<file path="src/sv/tape_pulse_byte_decoder_macros.svh">
// Assertion macros shared by the tape pulse byte decoder.
`ifndef TAPE_PULSE_BYTE_DECODER_MACROS_SVH
`define TAPE_PULSE_BYTE_DECODER_MACROS_SVH

// Check that the consequent holds in the same cycle as the antecedent.
`define TPBD_ASSERT_SAME(name, ante, cons, msg) \
    name: assert property (@(posedge clk) disable iff (!rst_n) (ante) |-> (cons)) \
        else $error(msg);

// Check that the consequent holds in the cycle after the antecedent.
`define TPBD_ASSERT_NEXT(name, ante, cons, msg) \
    name: assert property (@(posedge clk) disable iff (!rst_n) (ante) |=> (cons)) \
        else $error(msg);

`endif

</file>
<file path="src/sv/tpbd_pkg.sv">
// Shared constants and types for the tape pulse byte decoder.
package tpbd_pkg;

    localparam int PULSE_BITS = 16;
    localparam int THR_BITS   = 16;
    localparam int CMP_BITS   = (PULSE_BITS > THR_BITS) ? PULSE_BITS : THR_BITS;
    localparam int CFG_IDX_BITS  = 1;
    localparam int CFG_DATA_BITS = THR_BITS;

    localparam logic [CFG_IDX_BITS-1:0] REG_SHORT_MEDIUM = 1'd0;
    localparam logic [CFG_IDX_BITS-1:0] REG_MEDIUM_LONG  = 1'd1;

    localparam logic [THR_BITS-1:0] SHORT_MEDIUM_RESET = 16'd426;
    localparam logic [THR_BITS-1:0] MEDIUM_LONG_RESET  = 16'd616;

    localparam logic [1:0] CLS_SHORT  = 2'd0;
    localparam logic [1:0] CLS_MEDIUM = 2'd1;
    localparam logic [1:0] CLS_LONG   = 2'd2;

    localparam logic [1:0] ST_OK     = 2'd0;
    localparam logic [1:0] ST_PARITY = 2'd1;
    localparam logic [1:0] ST_EOD    = 2'd2;
    localparam logic [1:0] ST_SYNC   = 2'd3;

    localparam logic [1:0] PH_HUNT = 2'd0;
    localparam logic [1:0] PH_SYNC = 2'd1;
    localparam logic [1:0] PH_BITS = 2'd2;

    localparam logic [3:0] DATA_BITS_COUNT = 4'd8;

    typedef struct packed {
        logic                  valid;
        logic [PULSE_BITS-1:0] len;
    } pulse_stage_t;

    typedef struct packed {
        logic       valid;
        logic [1:0] cls;
    } cls_stage_t;

    typedef struct packed {
        logic [1:0] phase;
        logic [3:0] bits;
    } frame_stat_t;

endpackage

</file>
<file path="src/sv/tpbd_front.sv">
// Threshold registers and the input stage that sorts each pulse into a class.
module tpbd_front (
    input  logic                                clk,
    input  logic                                rst_n,
    input  logic                                cfg_we,
    input  logic [tpbd_pkg::CFG_IDX_BITS-1:0]   cfg_index,
    input  logic [tpbd_pkg::CFG_DATA_BITS-1:0]  cfg_data,
    input  logic                                in_valid,
    output logic                                in_ready,
    input  logic [tpbd_pkg::PULSE_BITS-1:0]     pulse_length,
    input  logic                                advance,
    output tpbd_pkg::cls_stage_t                stage
);

    logic [tpbd_pkg::THR_BITS-1:0] sm_thr_reg;
    logic [tpbd_pkg::THR_BITS-1:0] ml_thr_reg;
    tpbd_pkg::pulse_stage_t        stage_reg;
    tpbd_pkg::pulse_stage_t        stage_next;
    logic [tpbd_pkg::CMP_BITS-1:0] len_ext;
    logic [1:0]                    cls;

    always_ff @(posedge clk or negedge rst_n)
    begin
        if (!rst_n)
        begin
            sm_thr_reg <= tpbd_pkg::SHORT_MEDIUM_RESET;
            ml_thr_reg <= tpbd_pkg::MEDIUM_LONG_RESET;
        end
        else if (cfg_we)
        begin
            case (cfg_index)
                tpbd_pkg::REG_SHORT_MEDIUM: sm_thr_reg <= cfg_data;
                tpbd_pkg::REG_MEDIUM_LONG:  ml_thr_reg <= cfg_data;
                default: ;
            endcase
        end
    end

    assign in_ready = !stage_reg.valid || advance;

    always_comb
    begin
        stage_next = stage_reg;
        if (in_ready)
        begin
            stage_next.valid = in_valid;
            stage_next.len   = pulse_length;
        end
    end

    always_ff @(posedge clk or negedge rst_n)
    begin
        if (!rst_n)
            stage_reg <= '0;
        else
            stage_reg <= stage_next;
    end

    assign len_ext = tpbd_pkg::CMP_BITS'(stage_reg.len);

    always_comb
    begin
        if (len_ext >= tpbd_pkg::CMP_BITS'(ml_thr_reg))
            cls = tpbd_pkg::CLS_LONG;
        else if (len_ext >= tpbd_pkg::CMP_BITS'(sm_thr_reg))
            cls = tpbd_pkg::CLS_MEDIUM;
        else
            cls = tpbd_pkg::CLS_SHORT;
    end

    assign stage.valid = stage_reg.valid;
    assign stage.cls   = cls;

endmodule

</file>
<file path="src/sv/tpbd_framer.sv">
// Frame state machine, bit pair decode, parity check and result register.
module tpbd_framer (
    input  logic                   clk,
    input  logic                   rst_n,
    input  tpbd_pkg::cls_stage_t   stage,
    output logic                   advance,
    output logic                   out_valid,
    input  logic                   out_ready,
    output logic [1:0]             status,
    output logic [7:0]             data_byte,
    output tpbd_pkg::frame_stat_t  stat
);

    logic [1:0] phase_reg,   phase_next;
    logic       in_block_reg, in_block_next;
    logic [3:0] bits_reg,    bits_next;
    logic [7:0] shift_reg,   shift_next;
    logic [1:0] first_reg,   first_next;
    logic       pend_reg,    pend_next;
    logic       out_valid_reg, out_valid_next;
    logic [1:0] status_reg,  status_next;
    logic [7:0] data_reg,    data_next;
    logic       fire;
    logic       emit;
    logic [1:0] emit_status;
    logic [7:0] emit_data;
    logic       bit_val;
    logic       pair_ok;

    assign advance = !out_valid_reg || out_ready;
    assign fire    = stage.valid && advance;

    always_comb
    begin
        phase_next    = phase_reg;
        in_block_next = in_block_reg;
        bits_next     = bits_reg;
        shift_next    = shift_reg;
        first_next    = first_reg;
        pend_next     = pend_reg;
        emit          = 1'b0;
        emit_status   = tpbd_pkg::ST_SYNC;
        emit_data     = 8'd0;
        bit_val       = (first_reg == tpbd_pkg::CLS_MEDIUM);
        pair_ok       = (first_reg == tpbd_pkg::CLS_SHORT && stage.cls == tpbd_pkg::CLS_MEDIUM)
                     || (first_reg == tpbd_pkg::CLS_MEDIUM && stage.cls == tpbd_pkg::CLS_SHORT);
        if (fire)
        begin
            case (phase_reg)
                tpbd_pkg::PH_SYNC:
                begin
                    if (stage.cls == tpbd_pkg::CLS_MEDIUM)
                    begin
                        phase_next = tpbd_pkg::PH_BITS;
                        bits_next  = 4'd0;
                        shift_next = 8'd0;
                        pend_next  = 1'b0;
                    end
                    else
                    begin
                        emit        = 1'b1;
                        emit_status = (stage.cls == tpbd_pkg::CLS_SHORT) ? tpbd_pkg::ST_EOD
                                                                         : tpbd_pkg::ST_SYNC;
                    end
                end
                tpbd_pkg::PH_BITS:
                begin
                    if (!pend_reg)
                    begin
                        first_next = stage.cls;
                        pend_next  = 1'b1;
                    end
                    else
                    begin
                        pend_next = 1'b0;
                        if (!pair_ok)
                            emit = 1'b1;
                        else if (bits_reg < tpbd_pkg::DATA_BITS_COUNT)
                        begin
                            shift_next = {bit_val, shift_reg[7:1]};
                            bits_next  = bits_reg + 4'd1;
                        end
                        else
                        begin
                            phase_next    = tpbd_pkg::PH_HUNT;
                            in_block_next = 1'b1;
                            bits_next     = 4'd0;
                            emit          = 1'b1;
                            emit_data     = shift_reg;
                            emit_status   = (bit_val ^ (^shift_reg)) ? tpbd_pkg::ST_OK
                                                                     : tpbd_pkg::ST_PARITY;
                        end
                    end
                end
                default:
                begin
                    phase_next = tpbd_pkg::PH_HUNT;
                    if (stage.cls == tpbd_pkg::CLS_LONG)
                        phase_next = tpbd_pkg::PH_SYNC;
                    else if (!(stage.cls == tpbd_pkg::CLS_SHORT && !in_block_reg))
                        emit = 1'b1;
                end
            endcase
            if (emit && (emit_status == tpbd_pkg::ST_EOD || emit_status == tpbd_pkg::ST_SYNC))
            begin
                phase_next    = tpbd_pkg::PH_HUNT;
                in_block_next = 1'b0;
                pend_next     = 1'b0;
            end
        end
    end

    always_comb
    begin
        out_valid_next = out_valid_reg;
        status_next    = status_reg;
        data_next      = data_reg;
        if (advance)
        begin
            out_valid_next = fire && emit;
            status_next    = emit_status;
            data_next      = emit_data;
        end
    end

    always_ff @(posedge clk or negedge rst_n)
    begin
        if (!rst_n)
        begin
            phase_reg     <= tpbd_pkg::PH_HUNT;
            in_block_reg  <= 1'b0;
            bits_reg      <= 4'd0;
            shift_reg     <= 8'd0;
            first_reg     <= tpbd_pkg::CLS_SHORT;
            pend_reg      <= 1'b0;
            out_valid_reg <= 1'b0;
        end
        else
        begin
            phase_reg     <= phase_next;
            in_block_reg  <= in_block_next;
            bits_reg      <= bits_next;
            shift_reg     <= shift_next;
            first_reg     <= first_next;
            pend_reg      <= pend_next;
            out_valid_reg <= out_valid_next;
        end
    end

    always_ff @(posedge clk)
    begin
        status_reg <= status_next;
        data_reg   <= data_next;
    end

    assign out_valid  = out_valid_reg;
    assign status     = status_reg;
    assign data_byte  = data_reg;
    assign stat.phase = phase_reg;
    assign stat.bits  = bits_reg;

endmodule

</file>
<file path="src/sv/tape_pulse_byte_decoder.sv">
// Top level of the tape pulse byte decoder.
//
//  channel  | handshake             | payload
//  ---------+-----------------------+---------------------------
//  in       | in_valid / in_ready   | pulse_length
//  out      | out_valid / out_ready | status, data_byte
//  cfg      | cfg_we (no wait)      | cfg_index, cfg_data
//
// A pulse is registered in the input register at its accepting edge, classified and run
// through the frame logic while it is held there, and any result it yields is registered
// in the result register when the framer advances. One pulse per cycle is sustained while
// results are taken; the result register is the only point of backpressure.
// A held result stalls a full input register, and in_ready drops only then.
// Reset restores the default thresholds and puts the framer in the hunt phase.
`include "tape_pulse_byte_decoder_macros.svh"

module tape_pulse_byte_decoder (
    input  logic                                clk,
    input  logic                                rst_n,
    input  logic                                cfg_we,
    input  logic [tpbd_pkg::CFG_IDX_BITS-1:0]   cfg_index,
    input  logic [tpbd_pkg::CFG_DATA_BITS-1:0]  cfg_data,
    input  logic                                in_valid,
    output logic                                in_ready,
    input  logic [tpbd_pkg::PULSE_BITS-1:0]     pulse_length,
    output logic                                out_valid,
    input  logic                                out_ready,
    output logic [1:0]                          status,
    output logic [7:0]                          data_byte
);

    tpbd_pkg::cls_stage_t  stage;
    tpbd_pkg::frame_stat_t stat;
    logic                  advance;

    tpbd_front u_front (
        .clk          (clk),
        .rst_n        (rst_n),
        .cfg_we       (cfg_we),
        .cfg_index    (cfg_index),
        .cfg_data     (cfg_data),
        .in_valid     (in_valid),
        .in_ready     (in_ready),
        .pulse_length (pulse_length),
        .advance      (advance),
        .stage        (stage)
    );

    tpbd_framer u_framer (
        .clk       (clk),
        .rst_n     (rst_n),
        .stage     (stage),
        .advance   (advance),
        .out_valid (out_valid),
        .out_ready (out_ready),
        .status    (status),
        .data_byte (data_byte),
        .stat      (stat)
    );

    `TPBD_ASSERT_SAME(a_stall_only_on_backpressure, !in_ready, out_valid && !out_ready && stage.valid, "input stalled without output backpressure")
    `TPBD_ASSERT_SAME(a_marker_data_zero, out_valid && (status == tpbd_pkg::ST_EOD || status == tpbd_pkg::ST_SYNC), data_byte == 8'd0, "nonzero data with marker or sync error")
    `TPBD_ASSERT_SAME(a_bit_count_range, 1'b1, stat.bits <= tpbd_pkg::DATA_BITS_COUNT, "bit count past byte length")
    `TPBD_ASSERT_NEXT(a_byte_ends_frame, out_valid && (status == tpbd_pkg::ST_OK || status == tpbd_pkg::ST_PARITY) && !$past(out_valid), stat.bits == 4'd0 || stat.phase == tpbd_pkg::PH_BITS, "bit count not cleared after byte")

endmodule
</file>
<file path="config.mk">
export PLATFORM = sky130hd
export DESIGN_NAME = tape_pulse_byte_decoder
export DESIGN_NICKNAME = d
export VERILOG_FILES = /design/src/sv/tpbd_pkg.sv /design/src/sv/tpbd_front.sv /design/src/sv/tpbd_framer.sv /design/src/sv/tape_pulse_byte_decoder.sv
export VERILOG_INCLUDE_DIRS = /design/src /design/src/sv
export SDC_FILE = /design/constraint.sdc
export NUM_CORES = 1
export LEC_CHECK = 0
export ABC_AREA = 1
export BUFFER_PORTS_ARGS = -buffer_cell sky130_fd_sc_hd__buf_2
export CAP_MARGIN = 20
export CORE_MARGIN = 3
export CORE_UTILIZATION = 59
export DETAILED_ROUTE_END_ITERATION = 6
export PLACE_DENSITY = 0.77
export SYNTH_ARGS = -nofsm -noshare
export SYNTH_HDL_FRONTEND = slang
export SYNTH_HIERARCHICAL = 1
export SYNTH_SLANG_ARGS = --single-unit
</file>
<file path="constraint.sdc">
create_clock -name clk -period 4.8 [get_ports clk]
set_input_delay 0.24 -clock clk [delete_from_list [all_inputs] [get_ports clk]]
set_output_delay 0.24 -clock clk [all_outputs]
set_load 0.05 [all_outputs]
</file>
==> run summary, run 1 <==
Synthesized area per cell: 8.74 sq um
Crit share post-route: 0.575
Die extent in y: 91.6 um
Req. time, crit path: 5.06 ns
# diodes: 0
Worst-Skew Late Latency: 0.34 ns
Antenna Nets Post-Route: 0
Clock Skews: 0.00773 ns
Grt ovf: 0
Antenna violations before repair: 0
VDD IR max: 0.221 mV
Critical Path Start Type: flip-flop
DR pass1 iterations: 4
Avg WL per Cell: 12.7 um
Cell mode on critical path: nand2_1
Vias in the first global route: 3,208
Fin crit period: 2.76 ns
RSZ-0062 raised after global routing: false
Num rows: 30
Worst Path Max Fanout: 8
Initial Utilization: 0.623
Critical path data arrival time: 3.03 ns
Total leakage power: 0.00253 uW
Peak Freq: 362 MHz
Critical-path cell list: inv_1 > ha_1 > a21oi_1 > o21ai_0 > a21oi_1 > nand2_1 > nor2_1 > inv_2 > nor2_1 > nand2_1 > nand2_2 > nand2_1 > nand2_1 > nand2_1 > nor2_4 > nand2_1 > o22ai_1
Hold WC Path Type: in2async
Sw Ratio: 0.363
Critical path type: reg2reg
RePlAce Congestion: 0.908
CTS Buf Count: 9
Pin count of the biggest net entering global routing: 69
Remaining DRCs: 0
Count of cell types in the netlist: 34
CP endpoint kind: flip-flop
Sequential-to-total area share from yosys stat: 0.465
Htree depth: 3
Max clock buf depth: 2
Area grow syn2layout: 12.9%
Top cell type's share of synthesized area: 0.341
Endpoints failing hold: 0
Core area: 6940 sq um
CP Buf/Inv Count: 2
Die ar.: 8400 sq um
NetSw: 776 uW
Clock Power Share: 0.278
Fin util: 0.703
Seq pwr share: 0.400
PwrDens: 438 nW/um^2
Io pins: 50
Tot Pwr: 2140 uW
Post-CTS Setup Inserts: 0
Mapped Nets: 569
Final #Nets: 621
HPWL after DPL: 5770 um
Placed cell count: 632
Post-cts hold buffer count: 0
CP top delay family: simple AND/OR/NAND/NOR gates
Cells after Synth: 495
Vias per inst: 5.08
DRT Wirelength: 8210 um
Status: finished clean
Root Buffer: clkbuf_8
Int Power: 1360 uW
Crit-path slowest cell: dfstp_2
GRT Util Overall: 0.209
Reg clk slew, reported paths: 0.08 ns
Layout Cells excl Fill: 648
Cell taking the most area after synthesis: dfrtp_1
YS warnings: 6
Fill cell count: 558
Design area: 4880 sq um
Worst rel slew slack: 0.351
Final Setup Violations: 0
Area contributors post-synth: dfrtp_1 34%, nand2_1 11%, ha_1 10%, inv_1 7.7%, edfxtp_1 6.9%
CTS tree: built
Final TNS setup: 0 ns
Count of state elements after synthesis: 78
Routed vias: 3,292
Layout cells sized above 1: 0.190
Mapped Area: 4330 sq um
First DRT Iteration DRCs: 109
First-pass GRT wire length: 14,100 um
Gate power share: 0.323
Post-placement cell area: 4640 sq um
Port Buffer Count: 49
Slew @ Worst Pin: 0.971 ns
Max incr delay on CP: 0.54 ns
Final Max Tran Viols: 0
Clock sink total: 78
Die W: 91.6 um
Maxcap violations: 0
Resized cells post-CTS: 0
[worst paths after layout]
check	to	cells after the start	from	slack, ns
max	u_framer/bits_reg[2]	17	u_front/ml_thr_reg[9]	2.04
min	u_front/len_ext[3]	2	rst_n	0.07
max reg2reg	u_framer/bits_reg[2]	17	u_front/ml_thr_reg[9]	2.04
min reg2reg	u_front/sm_thr_reg[1]	2	u_front/sm_thr_reg[1]	0.49
max in group asynchronous	u_front/sm_thr_reg[9]	2	rst_n	4.18
min in group clk	u_front/stage[2]	3	in_valid	0.08
[synthesized netlist by cell type]
cell and n:
o31ai_2 2, nand2_4 1, nand3b_1 1, nor2_1 28, clkbuf_1 2, buf_6 3
o21ai_2 1, dfrtp_1 59, a21oi_1 12, o21ai_0 43, nand3_1 16, xnor2_1 5
edfxtp_1 10, ha_1 36, nand4_4 1, dfstp_2 9, nor4_1 1, nor2_2 1
nand3_2 1, nor3_1 5, mux2_4 6, o21a_1 1, nand2_1 123, inv_2 4
inv_1 89, o22ai_1 1, o21ai_1 2, o31ai_1 6, xor2_1 4, nand4_1 5
mux2_2 9, nand2_2 1, buf_2 4, nor2_4 3
[placed cells by master (no fill, tap or decap)]
cell	n
nand2_4	1
o21ai_1	2
nand3_2	1
mux2_4	6
ha_1	36
buf_2	49
o21ai_0	43
bufinv_16	3
buf_4	1
nor2_4	3
inv_2	4
nor2_1	28
o22ai_1	1
nand4_1	5
o21a_1	1
nand2_2	1
nor2_2	1
a21oi_1	12
o31ai_2	2
dfstp_2	9
o31ai_1	6
nand2_1	123
xnor2_1	5
mux2_2	9
edfxtp_1	10
inv_1	89
inv_6	1
clkinv_4	2
nor3_1	5
nand3_1	16
dfrtp_1	59
o21ai_2	1
clkbuf_8	9
clkinv_2	1
nand3b_1	1
xor2_1	4
nor4_1	1
nand4_4	1
[per-layer routing]
metal,track usage,share of wire,vias to the layer above
li1,-,-,1689
met1,0.273,0.46,1514
met2,0.340,0.48,83
met3,0.0492,0.045,6
met4,0.0729,0.0091,0
met5,0,0,-
[stage by stage]
stage	worst slack (ns)	hold WS, ns
after global placement	2.18	0.429
after global routing	1.78	0.0879
after floorplan	2.38	-0.0556
after detailed placement	2.08	0.438
after CTS	2.04	0.0688
final	2.04	0.0718
[final cells by class]
| class | count | area (sq um) | area share |
|---|---|---|---|
| repair buffers | 50 | 253 | 0.0517 |
| well taps | 96 | 120 | 0.0246 |
| inverters | 93 | 349 | 0.0715 |
| clock inverters | 7 | 121 | 0.0248 |
| flip-flops and latches | 78 | 2010 | 0.412 |
| multi-input cells | 315 | 1900 | 0.390 |
| clock buffers | 9 | 124 | 0.0254 |
[power by group through the flow]
stage | Clock (uW) | Combinational, uW | Sequential, uW
CTS | 609 | 691 | 855
global placement | 0 | 662 | 862
floorplan | 0 | 452 | 941
global route | 640 | 780 | 870
finish | 594 | 691 | 855
detailed placement | 0 | 681 | 868
[logic make-up (layout without fill, tap and decap cells)]
logic type	Yosys count	in the layout	synth area share
AO/OA/AOI/OAI	68	68	0.0873
buffers and inverters	102	159	0.0948
adder cells (fa/ha/maj)	36	36	0.104
multiplexers	15	15	0.0442
XOR/XNOR	9	9	0.0182
AND/OR/NAND/NOR	187	187	0.186
flip-flops	78	78	0.465
(Power assumes the default switching activity.)
==> run 2, diff against run 1 <==
==> constraint.sdc (replaced) <==
create_clock -name clk -period 2.65 [get_ports clk]
set_input_delay 0.1325 -clock clk [delete_from_list [all_inputs] [get_ports clk]]
set_output_delay 0.1325 -clock clk [all_outputs]
set_load 0.05 [all_outputs]
==> run summary, run 2 (synthesis results as in run 1) <==
Clock Power Share: 0.220 (-0.058)
HPWL after DPL: 5990 um (+3.8%)
Critical Path Start Type: flip-flop
Die W: 91.6 um (unchanged)
Hold-critical path depth: 2
First-pass GRT wire length: 14,800 um (+4.7%)
Peak Freq: 378 MHz (+4.5%)
Most frequent cells in the layout: 111 x nand2_1, 87 x inv_1, 59 x dfrtp_1
DR pass1 iterations: 5 (+1)
Pin count of the biggest net entering global routing: 40 (-42%)
Final #Nets: 640 (+3.1%)
Reg clk slew, reported paths: 0.08 ns (about the same)
Worst rel slew slack: 0.331 (-0.0207)
Port Buffer Count: 49 (unchanged)
Fin crit period: 2.64 ns (-0.119 ns)
R2r startpoint: u_front/ml_thr_reg[3]
Hold_ws: 0.0160 ns (-0.0558 ns)
Layout cells sized above 1: 0.259 (+0.0690)
Fin util: 0.754 (+0.0505)
CP endpoint kind: flip-flop
PwrDens: 756 nW/um^2 (+73%)
Seq pwr share: 0.393 (-0.007)
Hold WC Path Type: in2reg
Antenna Nets Post-Route: 0 (unchanged)
Sw Ratio: 0.391 (+0.0281)
Final Setup Violations: 0 (unchanged)
Most common cell after layout, fill and taps aside: nand2_1
CTS Buf Count: 9 (unchanged)
Core area: 6940 sq um (unchanged)
NetSw: 1550 uW (+99%)
# diodes: 0 (unchanged)
Hold path startpoint: pulse_length[4]
Final Max Tran Viols: 0 (unchanged)
Worst reg-to-reg setup slack: 0.007 ns (-2.03 ns)
Die extent in y: 91.6 um (unchanged)
RSZ-0062 raised after global routing: true
Vias in the first global route: 3,292 (+2.6%)
Status: finished clean
Int Power: 2410 uW (+77%)
Root Buffer: clkbuf_8
Endpoints failing hold: 0 (unchanged)
Grt ovf: 0 (unchanged)
Crit share post-route: 0.997 (+0.422)
Crit-path slowest cell: dfstp_2
Req. time, crit path: 2.92 ns (-2.14 ns)
Htree depth: 3 (unchanged)
Slew @ Worst Pin: 1.00 ns (+0.0309 ns)
Vias per inst: 5.21 (+2.6%)
CTS tree: built
Io pins: 50 (unchanged)
Max clock buf depth: 2 (unchanged)
Num rows: 30 (unchanged)
Critical R2R Capture: u_framer/bits_reg[2]
Remaining DRCs: 0 (unchanged)
RePlAce Congestion: 0.881 (-3.0%)
First DRT Iteration DRCs: 192 (+76%)
Area grow syn2layout: 21.0%
Initial Utilization: 0.623 (unchanged)
Routed vias: 3,476 (+5.6%)
VDD IR max: 0.365 mV (+65%)
CP Buf/Inv Count: 2 (unchanged)
Worst Path Max Fanout: 8 (unchanged)
Worst Hold Path EP: u_front/len_ext[4]
Clock sink total: 78 (unchanged)
CP top delay family: simple AND/OR/NAND/NOR gates
Clock Skews: 0.00841 ns (+0.000680 ns)
Total leakage power: 0.00262 uW (+3.4%)
Critical path type: reg2reg
R2R cell count: 21 (+4)
Maxcap violations: 0 (unchanged)
Max incr delay on CP: 0.54 ns (about the same)
Worst-Skew Late Latency: 0.34 ns (about the same)
Critical path data arrival time: 2.91 ns (-0.12 ns)
Die ar.: 8400 sq um (unchanged)
DRT Wirelength: 9220 um (+12%)
Gate power share: 0.386 (+0.063)
GRT Util Overall: 0.219 (+0.0103)
Antenna violations before repair: 0 (unchanged)
Cell mode on critical path: nand2_2
Critical-path cell list: inv_2 > ha_4 > nand2_4 > nor2_4 > nor2_1 > nand2_1 > nand2_1 > nand2_2 > nand2_2 > nand2_2 > nor2_4 > buf_6 > nor2_4 > nand2_2 > nand2_2 > nand2_2 > nand2_4 > nand2_2 > nor2_4 > nand2_1 > o22ai_1
Avg WL per Cell: 13.8 um (+9.2%)
run 2: cell count changes in the layout (fill, tap and decap cells not counted), sizes merged:
cell         delta
clkbuf          +1
buf             +8
nand4           +1
dlygate4sd3    +10
bufinv          -2
inv             -1
clkinvlp        +2
run 2: routing by layer:
metal,vias up,share of wire,routed length (um),track usage
met5,-,0,0,0
met4,0,0.012,109,0.0704
met3,10,0.054,497,0.0517
met2,107,0.50,4570,0.352
met1,1643,0.44,4050,0.293
li1,1716,-,-,-
run 2: worst register-to-register path, cell delays in order (launching register included):
cell and delay, ns:
dfstp_2 0.54, inv_2 0.04, ha_4 0.28, nand2_4 0.05, nor2_4 0.07, nor2_1 0.05
nand2_1 0.07, nand2_1 0.07, nand2_2 0.08, nand2_2 0.05, nand2_2 0.11, nor2_4 0.06
buf_6 0.12, nor2_4 0.11, nand2_2 0.09, nand2_2 0.12, nand2_2 0.08, nand2_4 0.09
nand2_2 0.07, nor2_4 0.22, nand2_1 0.09, o22ai_1 0.12
run 2: cell type report:
type / count / area [sq um]
Inverter: 93 / 349
Fill cell: 459 / 1710
Timing Repair Buffer: 68 / 429
Tap cell: 96 / 120
Sequential cell: 78 / 2010
Clock inverter: 6 / 62.6
Clock buffer: 10 / 128
Multi-Input combinational cell: 316 / 2130
run 2: per-stage QoR:
stage / cells / total power [uW] / setup WS, ns / area (sq um) / setup TNS, ns
CTS: 657 / 3720 / 0.00134 / 4930 / 0
global route: 667 / 4220 / -0.134 / 5240 / -1.09
global placement: 635 / 2780 / 0.103 / 4670 / 0
detailed placement: 635 / 2830 / 0.00365 / 4670 / 0
finish: 667 / 3960 / 0.00705 / 5240 / 0
floorplan: 495 / 2520 / 0.232 / 4330 / 0
run 2: what timing repair did:
action	4_1_cts	5_1_grt
hold buffers	6	4
resized for setup	2	44
buffers inserted	0	5
endpoints found under the hold margin	30	4
endpoints found under the setup margin	3	27
cloned	0	1
pin swaps	3	30
run 2: power groups by stage:
| stage | clock network, uW | registers, uW | logic [uW] |
|---|---|---|---|
| after floorplan | 0 | 1700 | 819 |
| after global placement | 0 | 1560 | 1220 |
| after detailed placement | 0 | 1570 | 1260 |
| after CTS | 887 | 1550 | 1280 |
| after global routing | 941 | 1580 | 1700 |
| final | 873 | 1560 | 1530 |
run 2: worst max-delay path by stage:
stage,to,slack (ns),cells past startpoint,start
after floorplan,u_framer/bits_reg[2],0.23,21,u_front/ml_thr_reg[3]
after global placement,u_framer/bits_reg[2],0.10,21,u_front/ml_thr_reg[3]
after detailed placement,u_framer/phase_reg[1],0.004,19,u_front/ml_thr_reg[3]
after CTS,u_framer/phase_reg[1],0.001,21,u_front/ml_thr_reg[3]
after global routing,u_framer/phase_reg[0],-0.13,22,u_front/ml_thr_reg[3]
final,u_framer/bits_reg[2],0.007,21,u_front/ml_thr_reg[3]
